===== src/rtl/core/ecal_pkg.sv =====
package ecal_pkg;

    // Width of the shared add/subtract unit and of the signed day count.
    localparam int ALU_W = 20;
    localparam int REM_W = 17;
    // Operand width of the shared multiplier; the product is twice as wide.
    localparam int MUL_W = 26;

    typedef logic signed [ALU_W-1:0] alu_word_t;
    typedef logic [MUL_W-1:0]        mul_word_t;
    typedef logic [2*MUL_W-1:0]      mul_prod_t;

    typedef struct packed {
        alu_word_t a;
        alu_word_t b;
        logic      sub;
        mul_word_t ma;
        mul_word_t mb;
    } alu_req_t;

    typedef struct packed {
        alu_word_t sum;
        logic      neg;
        mul_prod_t prod;
    } alu_rsp_t;

    typedef struct packed {
        logic [5:0] second;
        logic [5:0] minute;
        logic [4:0] hour;
        logic [4:0] day_of_month;
        logic [3:0] month;
        logic [7:0] years_since_1900;
        logic [2:0] weekday;
        logic [8:0] day_of_year;
    } cal_result_t;

    typedef enum logic [3:0] {
        ST_IDLE,
        ST_DAY_Q,
        ST_DAY_R,
        ST_SOD_FIX,
        ST_SOD_WRAP,
        ST_DAY_FIX,
        ST_HOUR,
        ST_HOUR_R,
        ST_MIN,
        ST_MIN_R,
        ST_YEAR_FWD,
        ST_YEAR_BWD,
        ST_MONTH,
        ST_DONE
    } state_t;

    // A day is 675 * 2^7 seconds. The day count is (u >> 7) times 2^35 / 675
    // rounded up, shifted right by 35; this is exact for every u below 2^32.
    localparam mul_word_t DAY_RECIP    = MUL_W'(50903317);
    localparam mul_word_t DAY_DIV_HI   = MUL_W'(675);
    localparam int        DAY_Q_SHIFT  = 35;
    // An hour is 225 * 2^4 seconds; 2^21 / 225 rounded up is exact below 86400.
    localparam mul_word_t HOUR_RECIP   = MUL_W'(9321);
    localparam int        HOUR_Q_SHIFT = 21;
    // A minute is 15 * 2^2 seconds; 2^14 / 15 rounded up is exact below 3600.
    localparam mul_word_t MIN_RECIP    = MUL_W'(1093);
    localparam int        MIN_Q_SHIFT  = 14;

    localparam mul_word_t SECS_PER_HOUR = MUL_W'(3600);
    localparam mul_word_t SECS_PER_MIN  = MUL_W'(60);
    // 2^31 = 24855 days plus 11648 seconds; 86400 - 11648 = 74752.
    localparam alu_word_t BIAS_SOD      = ALU_W'(11648);
    localparam alu_word_t BIAS_SOD_WRAP = ALU_W'(74752);
    localparam alu_word_t BIAS_DAYS     = ALU_W'(24855);

    localparam logic [7:0] EPOCH_YS      = 8'd70;
    localparam logic [2:0] EPOCH_WEEKDAY = 3'd4;
    localparam logic [3:0] MON_FEB       = 4'd1;
    localparam logic [3:0] MON_DEC       = 4'd11;

    // Gregorian rule for 1900 + ys; exact for the whole 8-bit range.
    function automatic logic is_leap(input logic [7:0] ys);
        return (ys[1:0] == 2'b00) && (ys != 8'd0) && (ys != 8'd200);
    endfunction

    function automatic alu_word_t year_len(input logic [7:0] ys);
        return is_leap(ys) ? ALU_W'(366) : ALU_W'(365);
    endfunction

    function automatic logic [4:0] month_len(input logic [7:0] ys, input logic [3:0] mon);
        logic [4:0] len;
        case (mon)
            4'd3, 4'd5, 4'd8, 4'd10: len = 5'd30;
            MON_FEB:                 len = is_leap(ys) ? 5'd29 : 5'd28;
            default:                 len = 5'd31;
        endcase
        return len;
    endfunction

    function automatic logic [2:0] add_mod7(input logic [2:0] w, input logic [2:0] k);
        logic [3:0] s;
        s = {1'b0, w} + {1'b0, k};
        return (s >= 4'd7) ? 3'(s - 4'd7) : s[2:0];
    endfunction

    // Valid for x below 42.
    function automatic logic [2:0] mod7_small(input logic [5:0] x);
        logic [5:0] v;
        v = x;
        if (v >= 6'd28) v = v - 6'd28;
        if (v >= 6'd14) v = v - 6'd14;
        if (v >= 6'd7)  v = v - 6'd7;
        return v[2:0];
    endfunction

endpackage


===== src/rtl/core/epoch_to_calendar_time_unit.sv =====
// Epoch seconds to broken-down UTC calendar time (proleptic Gregorian).
// Input channel: s_valid/s_ready with s_epoch_seconds, a signed 32-bit count of
// seconds since 1970-01-01 00:00:00 UTC. Every 32-bit value is a legal time.
// Result channel: m_valid/m_ready with second, minute, hour, day of month,
// month, years since 1900, weekday and day of year, one result per transfer in.
// Negative times use floor division, so they land on earlier calendar days.
// From input transfer to m_valid all work runs on one shared adder and
// multiplier: days are split from seconds by a reciprocal multiplication
// (ST_DAY_Q, ST_DAY_R), the bias is corrected (ST_SOD_FIX, ST_SOD_WRAP when
// needed, ST_DAY_FIX), hours and minutes are split out (ST_HOUR, ST_HOUR_R,
// ST_MIN, ST_MIN_R), the years from 1970 and then the months are walked
// (ST_YEAR_FWD or ST_YEAR_BWD, ST_MONTH), and ST_DONE hands the result on.
// The unit works on one item at a time; s_ready is high only while it is idle.
// A finished result moves into the output register, so the next item can be
// taken while the receiver still holds off the previous result. If the output
// register is still full, the finished result waits in the sequencer.
// Synchronous active-low reset returns the sequencer to idle and empties the
// output register; no item in progress survives it.
module epoch_to_calendar_time_unit
    import ecal_pkg::*;
(
    input  logic               aclk,
    input  logic               aresetn,
    input  logic               s_valid,
    output logic               s_ready,
    input  logic signed [31:0] s_epoch_seconds,
    output logic               m_valid,
    input  logic               m_ready,
    output logic [5:0]         m_second,
    output logic [5:0]         m_minute,
    output logic [4:0]         m_hour,
    output logic [4:0]         m_day_of_month,
    output logic [3:0]         m_month,
    output logic [7:0]         m_years_since_1900,
    output logic [2:0]         m_weekday,
    output logic [8:0]         m_day_of_year
);

    alu_req_t    alu_req;
    alu_rsp_t    alu_rsp;
    cal_result_t result;
    cal_result_t out_reg, out_next;
    logic        m_valid_reg, m_valid_next;
    logic        seq_idle;
    logic        res_valid;
    logic        res_take;
    logic        start;

    ecal_alu u_alu (
        .req (alu_req),
        .rsp (alu_rsp)
    );

    ecal_seq u_seq (
        .aclk          (aclk),
        .aresetn       (aresetn),
        .start         (start),
        .epoch_seconds (s_epoch_seconds),
        .res_take      (res_take),
        .idle          (seq_idle),
        .res_valid     (res_valid),
        .result        (result),
        .alu_req       (alu_req),
        .alu_rsp       (alu_rsp)
    );

    assign s_ready = seq_idle;
    assign start   = s_valid && seq_idle;

    // A result leaves the sequencer when the output register is empty or
    // is being emptied by a transfer in this same cycle.
    assign res_take = res_valid && (!m_valid_reg || m_ready);

    always_comb begin
        out_next     = out_reg;
        m_valid_next = m_valid_reg;
        if (res_take) begin
            out_next     = result;
            m_valid_next = 1'b1;
        end else if (m_ready) begin
            m_valid_next = 1'b0;
        end
    end

    always_ff @(posedge aclk) begin
        if (!aresetn) begin
            m_valid_reg <= 1'b0;
        end else begin
            m_valid_reg <= m_valid_next;
        end
    end

    always_ff @(posedge aclk) begin
        out_reg <= out_next;
    end

    assign m_valid            = m_valid_reg;
    assign m_second           = out_reg.second;
    assign m_minute           = out_reg.minute;
    assign m_hour             = out_reg.hour;
    assign m_day_of_month     = out_reg.day_of_month;
    assign m_month            = out_reg.month;
    assign m_years_since_1900 = out_reg.years_since_1900;
    assign m_weekday          = out_reg.weekday;
    assign m_day_of_year      = out_reg.day_of_year;

endmodule


===== src/rtl/core/ecal_alu.sv =====
module ecal_alu
    import ecal_pkg::*;
(
    input  alu_req_t req,
    output alu_rsp_t rsp
);

    alu_word_t sum;

    // Every step of the conversion goes through this one adder and this one
    // multiplier.
    assign sum      = req.sub ? (req.a - req.b) : (req.a + req.b);
    assign rsp.sum  = sum;
    assign rsp.neg  = sum[ALU_W-1];
    assign rsp.prod = mul_prod_t'(req.ma) * mul_prod_t'(req.mb);

endmodule


===== src/rtl/core/ecal_seq.sv =====
module ecal_seq
    import ecal_pkg::*;
(
    input  logic               aclk,
    input  logic               aresetn,
    input  logic               start,
    input  logic signed [31:0] epoch_seconds,
    input  logic               res_take,
    output logic               idle,
    output logic               res_valid,
    output cal_result_t        result,
    output alu_req_t           alu_req,
    input  alu_rsp_t           alu_rsp
);

    state_t           state_reg, state_next;
    logic [31:0]      num_reg, num_next;
    logic [15:0]      quo_reg, quo_next;
    logic [REM_W-1:0] rem_reg, rem_next;
    logic             wrap_reg, wrap_next;
    alu_word_t        day_reg, day_next;
    logic [4:0]       hour_reg, hour_next;
    logic [5:0]       min_reg, min_next;
    logic [7:0]       ys_reg, ys_next;
    logic [3:0]       mon_reg, mon_next;
    logic [2:0]       wd_reg, wd_next;
    logic [8:0]       yday_reg, yday_next;

    logic [7:0]       ys_prev;
    logic [4:0]       mlen;

    assign ys_prev   = ys_reg - 8'd1;
    assign mlen      = month_len(ys_reg, mon_reg);

    always_ff @(posedge aclk) begin
        if (!aresetn) begin
            state_reg <= ST_IDLE;
        end else begin
            state_reg <= state_next;
        end
    end

    always_ff @(posedge aclk) begin
        num_reg  <= num_next;
        quo_reg  <= quo_next;
        rem_reg  <= rem_next;
        wrap_reg <= wrap_next;
        day_reg  <= day_next;
        hour_reg <= hour_next;
        min_reg  <= min_next;
        ys_reg   <= ys_next;
        mon_reg  <= mon_next;
        wd_reg   <= wd_next;
        yday_reg <= yday_next;
    end

    always_comb begin
        state_next = state_reg;
        num_next   = num_reg;
        quo_next   = quo_reg;
        rem_next   = rem_reg;
        wrap_next  = wrap_reg;
        day_next   = day_reg;
        hour_next  = hour_reg;
        min_next   = min_reg;
        ys_next    = ys_reg;
        mon_next   = mon_reg;
        wd_next    = wd_reg;
        yday_next  = yday_reg;
        alu_req.a   = '0;
        alu_req.b   = '0;
        alu_req.sub = 1'b1;
        alu_req.ma  = '0;
        alu_req.mb  = '0;

        case (state_reg)
            ST_IDLE: begin
                if (start) begin
                    // Flipping the sign bit adds 2^31, so the divider sees an unsigned value.
                    num_next   = {~epoch_seconds[31], epoch_seconds[30:0]};
                    state_next = ST_DAY_Q;
                end
            end
            ST_DAY_Q: begin
                alu_req.ma = MUL_W'(num_reg[31:7]);
                alu_req.mb = DAY_RECIP;
                quo_next   = alu_rsp.prod[DAY_Q_SHIFT+15:DAY_Q_SHIFT];
                state_next = ST_DAY_R;
            end
            ST_DAY_R: begin
                // The remainder of (u >> 7) by 675 is below 2^10, so the low
                // adder bits carry it exactly.
                alu_req.ma = MUL_W'(quo_reg);
                alu_req.mb = DAY_DIV_HI;
                alu_req.a  = num_reg[ALU_W+6:7];
                alu_req.b  = alu_rsp.prod[ALU_W-1:0];
                rem_next   = {alu_rsp.sum[9:0], num_reg[6:0]};
                state_next = ST_SOD_FIX;
            end
            ST_SOD_FIX: begin
                alu_req.a = ALU_W'(rem_reg);
                alu_req.b = BIAS_SOD;
                wrap_next = alu_rsp.neg;
                if (alu_rsp.neg) begin
                    state_next = ST_SOD_WRAP;
                end else begin
                    rem_next   = alu_rsp.sum[REM_W-1:0];
                    state_next = ST_DAY_FIX;
                end
            end
            ST_SOD_WRAP: begin
                alu_req.a   = ALU_W'(rem_reg);
                alu_req.b   = BIAS_SOD_WRAP;
                alu_req.sub = 1'b0;
                rem_next    = alu_rsp.sum[REM_W-1:0];
                state_next  = ST_DAY_FIX;
            end
            ST_DAY_FIX: begin
                alu_req.a  = ALU_W'(quo_reg);
                alu_req.b  = wrap_reg ? (BIAS_DAYS + ALU_W'(1)) : BIAS_DAYS;
                day_next   = alu_rsp.sum;
                ys_next    = EPOCH_YS;
                wd_next    = EPOCH_WEEKDAY;
                state_next = ST_HOUR;
            end
            ST_HOUR: begin
                alu_req.ma = MUL_W'(rem_reg[16:4]);
                alu_req.mb = HOUR_RECIP;
                hour_next  = alu_rsp.prod[HOUR_Q_SHIFT+4:HOUR_Q_SHIFT];
                state_next = ST_HOUR_R;
            end
            ST_HOUR_R: begin
                alu_req.ma = MUL_W'(hour_reg);
                alu_req.mb = SECS_PER_HOUR;
                alu_req.a  = ALU_W'(rem_reg);
                alu_req.b  = alu_rsp.prod[ALU_W-1:0];
                rem_next   = alu_rsp.sum[REM_W-1:0];
                state_next = ST_MIN;
            end
            ST_MIN: begin
                alu_req.ma = MUL_W'(rem_reg[11:2]);
                alu_req.mb = MIN_RECIP;
                min_next   = alu_rsp.prod[MIN_Q_SHIFT+5:MIN_Q_SHIFT];
                state_next = ST_MIN_R;
            end
            ST_MIN_R: begin
                alu_req.ma = MUL_W'(min_reg);
                alu_req.mb = SECS_PER_MIN;
                alu_req.a  = ALU_W'(rem_reg);
                alu_req.b  = alu_rsp.prod[ALU_W-1:0];
                rem_next   = alu_rsp.sum[REM_W-1:0];
                state_next = day_reg[ALU_W-1] ? ST_YEAR_BWD : ST_YEAR_FWD;
            end
            ST_YEAR_FWD: begin
                alu_req.a = day_reg;
                alu_req.b = year_len(ys_reg);
                if (alu_rsp.neg) begin
                    yday_next  = day_reg[8:0];
                    mon_next   = '0;
                    state_next = ST_MONTH;
                end else begin
                    day_next = alu_rsp.sum;
                    ys_next  = ys_reg + 8'd1;
                    wd_next  = add_mod7(wd_reg, is_leap(ys_reg) ? 3'd2 : 3'd1);
                end
            end
            ST_YEAR_BWD: begin
                alu_req.a   = day_reg;
                alu_req.b   = year_len(ys_prev);
                alu_req.sub = 1'b0;
                day_next    = alu_rsp.sum;
                ys_next     = ys_prev;
                wd_next     = add_mod7(wd_reg, is_leap(ys_prev) ? 3'd5 : 3'd6);
                if (!alu_rsp.neg) begin
                    yday_next  = alu_rsp.sum[8:0];
                    mon_next   = '0;
                    state_next = ST_MONTH;
                end
            end
            ST_MONTH: begin
                alu_req.a = day_reg;
                alu_req.b = ALU_W'(mlen);
                if (mon_reg == MON_DEC || alu_rsp.neg) begin
                    state_next = ST_DONE;
                end else begin
                    day_next = alu_rsp.sum;
                    mon_next = mon_reg + 4'd1;
                    wd_next  = add_mod7(wd_reg, 3'(mlen - 5'd28));
                end
            end
            ST_DONE: begin
                if (res_take) begin
                    state_next = ST_IDLE;
                end
            end
            default: begin
                state_next = ST_IDLE;
            end
        endcase
    end

    assign idle      = (state_reg == ST_IDLE);
    assign res_valid = (state_reg == ST_DONE);

    assign result.second           = rem_reg[5:0];
    assign result.minute           = min_reg;
    assign result.hour             = hour_reg;
    assign result.day_of_month     = day_reg[4:0] + 5'd1;
    assign result.month            = mon_reg;
    assign result.years_since_1900 = ys_reg;
    assign result.weekday          = mod7_small({3'b000, wd_reg} + {1'b0, day_reg[4:0]});
    assign result.day_of_year      = yday_reg;

endmodule


===== config.mk =====
export PLATFORM = sky130hd
export DESIGN_NAME = epoch_to_calendar_time_unit
export DESIGN_NICKNAME = d
export VERILOG_FILES = /design/src/rtl/core/ecal_pkg.sv /design/src/rtl/core/epoch_to_calendar_time_unit.sv /design/src/rtl/core/ecal_alu.sv /design/src/rtl/core/ecal_seq.sv
export SDC_FILE = /design/constraint.sdc
export NUM_CORES = 1
export LEC_CHECK = 0
export BUFFER_PORTS_ARGS = -buffer_cell sky130_fd_sc_hd__clkbuf_2
export CAP_MARGIN = 20
export CELL_PAD_IN_SITES_DETAIL_PLACEMENT = 0
export CELL_PAD_IN_SITES_GLOBAL_PLACEMENT = 1
export CORE_MARGIN = 2
export CORE_UTILIZATION = 52
export DETAILED_ROUTE_END_ITERATION = 16
export MAX_ROUTING_LAYER = met4
export PLACE_DENSITY_LB_ADDON = 0.1
export SLEW_MARGIN = 20
export SYNTH_ARGS = -nofsm -noshare
export SYNTH_HDL_FRONTEND = slang
export SYNTH_SLANG_ARGS = --single-unit
export TNS_END_PERCENT = 20

===== constraint.sdc =====
create_clock -name aclk -period 12.66 [get_ports aclk]
set_input_delay 1.899 -clock aclk [delete_from_list [all_inputs] [get_ports aclk]]
set_output_delay 1.899 -clock aclk [all_outputs]
set_load 0.02 [all_outputs]

==> flow_summary.yaml <==
run_status:
  status: "finished, final reports clean"
placement:
  dpl_cell_area_mm2: 0.0259
  gp_congestion: 0.967
  post-place-ws_ps: 1410
  hpwl_um: 61300
  port_buffers: 83
floorplanning:
  initial_core_util: 0.526
  dieWidth_um: 221
  core-area_mm2: 0.0466
  die_h_um: 221
  rows: 79
  die_area_mm2: 0.0489
  ioPinCount: 84
setup_path:
  worst-path-buf-inv: 4
  r2r_start: "u_seq.state_reg[0]"
  crit_start: "u_seq.state_reg[0]"
  critical_path_class: "register to register"
  cpPeakStageDelay_ps: 640
  worstSetupStartpointType: "register"
  crit_family: "adder cells"
  arrival_ps: 11460
  cpMostUsedCell: "fa_1"
  cp.required_ps: 12780
  worstSetupEndpointType: "register"
  path_max_fanout: 14
  crit_slowest_cell: "a2111oi_2"
final_layout:
  largest_reg_flops: 32
  final_area_mm2: 0.0265
  finalNetCount: 3335
  drive_above_1_share: 0.0649
  syn_to_final_growth_pct: 8.04
drt:
  drcViolationCount: 0
  wirelength_um: 73400
  vias_per_cell: 5.55
  dr.pass1.iters: 9
  drtAntennaViolNets: 0
  drtIter0Drc: 1792
  avgRoutedWirePerCell_um: 22.5
  via_count: 18100
global_routing:
  grt_max_degree: 65
  antenna_found_initial: 1
  grt_pass1_wl_um: 113000
  grt_usage: 0.321
  overflow: 0
  grt_pass1_vias: 18800
clock_tree:
  clock-sinks: 172
  cts_max_level: 4
  postCtsSetupBuffers: 0
  cts_hold_buf: 0
  root_buffer: "clkbuf_16"
  clk_pin_slew_ps: 80
  cts_resized: 0
  clk_latency_ps: 510
  cts_tree: "yes"
  tritoncts.num_buffers: 17
  ctsLongestPathBuffers: 2
sta:
  tns_ps: 0
  min_period_ps: 11340
  worst_pin_slew_ps: 1080
  skew_ps: 21.6
  maxSlewHeadroom: 0.278
  setup_slack_ps: 1320
  drv_slew: 0
  finalSetupViolCount: 0
  finalCritPeriodShare: 0.896
  max_freq_mhz: 88.2
  rsz0062_at_grt: "no"
  hold_violations: 0
synth:
  postSynthCellCount: 2509
  ys.flop_type: "edfxtp_1"
  synth-async-reset-ratio: 0
  synth_area_leader_cell: "fa_1"
  yosys-top-cells-area: "fa_1 29%, edfxtp_1 20%, ha_1 16%"
  synth_edf_count: 167
  ys_seq_area_frac: 0.209
  ys_warn_count: 0
  synth_area_mm2: 0.0245
  synth_top_area_frac: 0.292
  ys_ff_latch: 172
  avgSynthCellArea_um2: 9.77
  synth_cell_types: 79
worst_hold_path:
  hold_class: "register to register"
  hold_start: "u_seq.yday_reg[0]"
job:
  cap_violations: 0
metal layers:
| metal | routed length [um] | GRT usage |
|---|---|---|
| met1 | 31100 | 0.414 |
| met2 | 35300 | 0.514 |
| met3 | 4280 | 0.0507 |
| met4 | 2790 | 0.115 |
| met5 | 0 | - |
through the flow:
step | util | hold slack (ps) | std cells
after global routing | 0.569 | 429 | 3258
after global placement | 0.556 | 423 | 3226
after detailed placement | 0.556 | 411 | 3226
after floorplan | - | 400 | 2579
final | 0.569 | 425 | 3259
after CTS | 0.569 | 428 | 3258
Yosys cell counts, types with 20 or more instances:
cell / count
inv_1: 569
fa_1: 357
ha_1: 304
nand2_1: 228
edfxtp_1: 167
nor2_1: 120
a21oi_1: 99
o21ai_0: 79
clkbuf_1: 59
xnor2_1: 55
a21o_1: 47
xor2_1: 36
and2_1: 30
nand3_1: 28
nand2b_1: 26
a31oi_1: 20
kinds of logic after synthesis:
group                    Yosys count  synth area share
AO/OA/AOI/OAI                    385             0.104
XOR/XNOR                          91            0.0325
adder cells (fa/ha/maj)          661             0.447
buffers and inverters            638            0.0983
flip-flops                       172             0.209
multiplexers                       5           0.00209
other                              2          0.000306
AND/OR/NAND/NOR                  555             0.107
worst paths after layout:
kind | endpoint | slack [ps] | cells after the start
max | u_seq.yday_reg[2] | 1320 | 36
min | m_day_of_year[0] | 420 | 0
max reg2reg | u_seq.yday_reg[2] | 1320 | 36
min reg2reg | m_day_of_year[0] | 420 | 0
final cells by class:
cell class	instances	area, um2
timing repair buffer	109	611
fill	4159	20100
inverter	569	2140
clock inverter	14	148
tap	607	759
clock buffer	18	429
multi-input combinational	1769	17300
sequential	172	5110
antenna	1	2.50
cells in the final DEF, fill, tap and decap left out, types with 36 or more instances in the layout:
cell and n:
fa_1 357, xor2_1 36, clkbuf_2 83, edfxtp_1 167
xnor2_1 55, a21o_1 47, nor2_1 116, o21ai_0 79
conb_1 72, ha_1 304, a21oi_1 99, inv_1 569
nand2_1 228
Power is not shown: default switching activity piles up to over one toggle a cycle in this logic, so the estimate is an artifact.
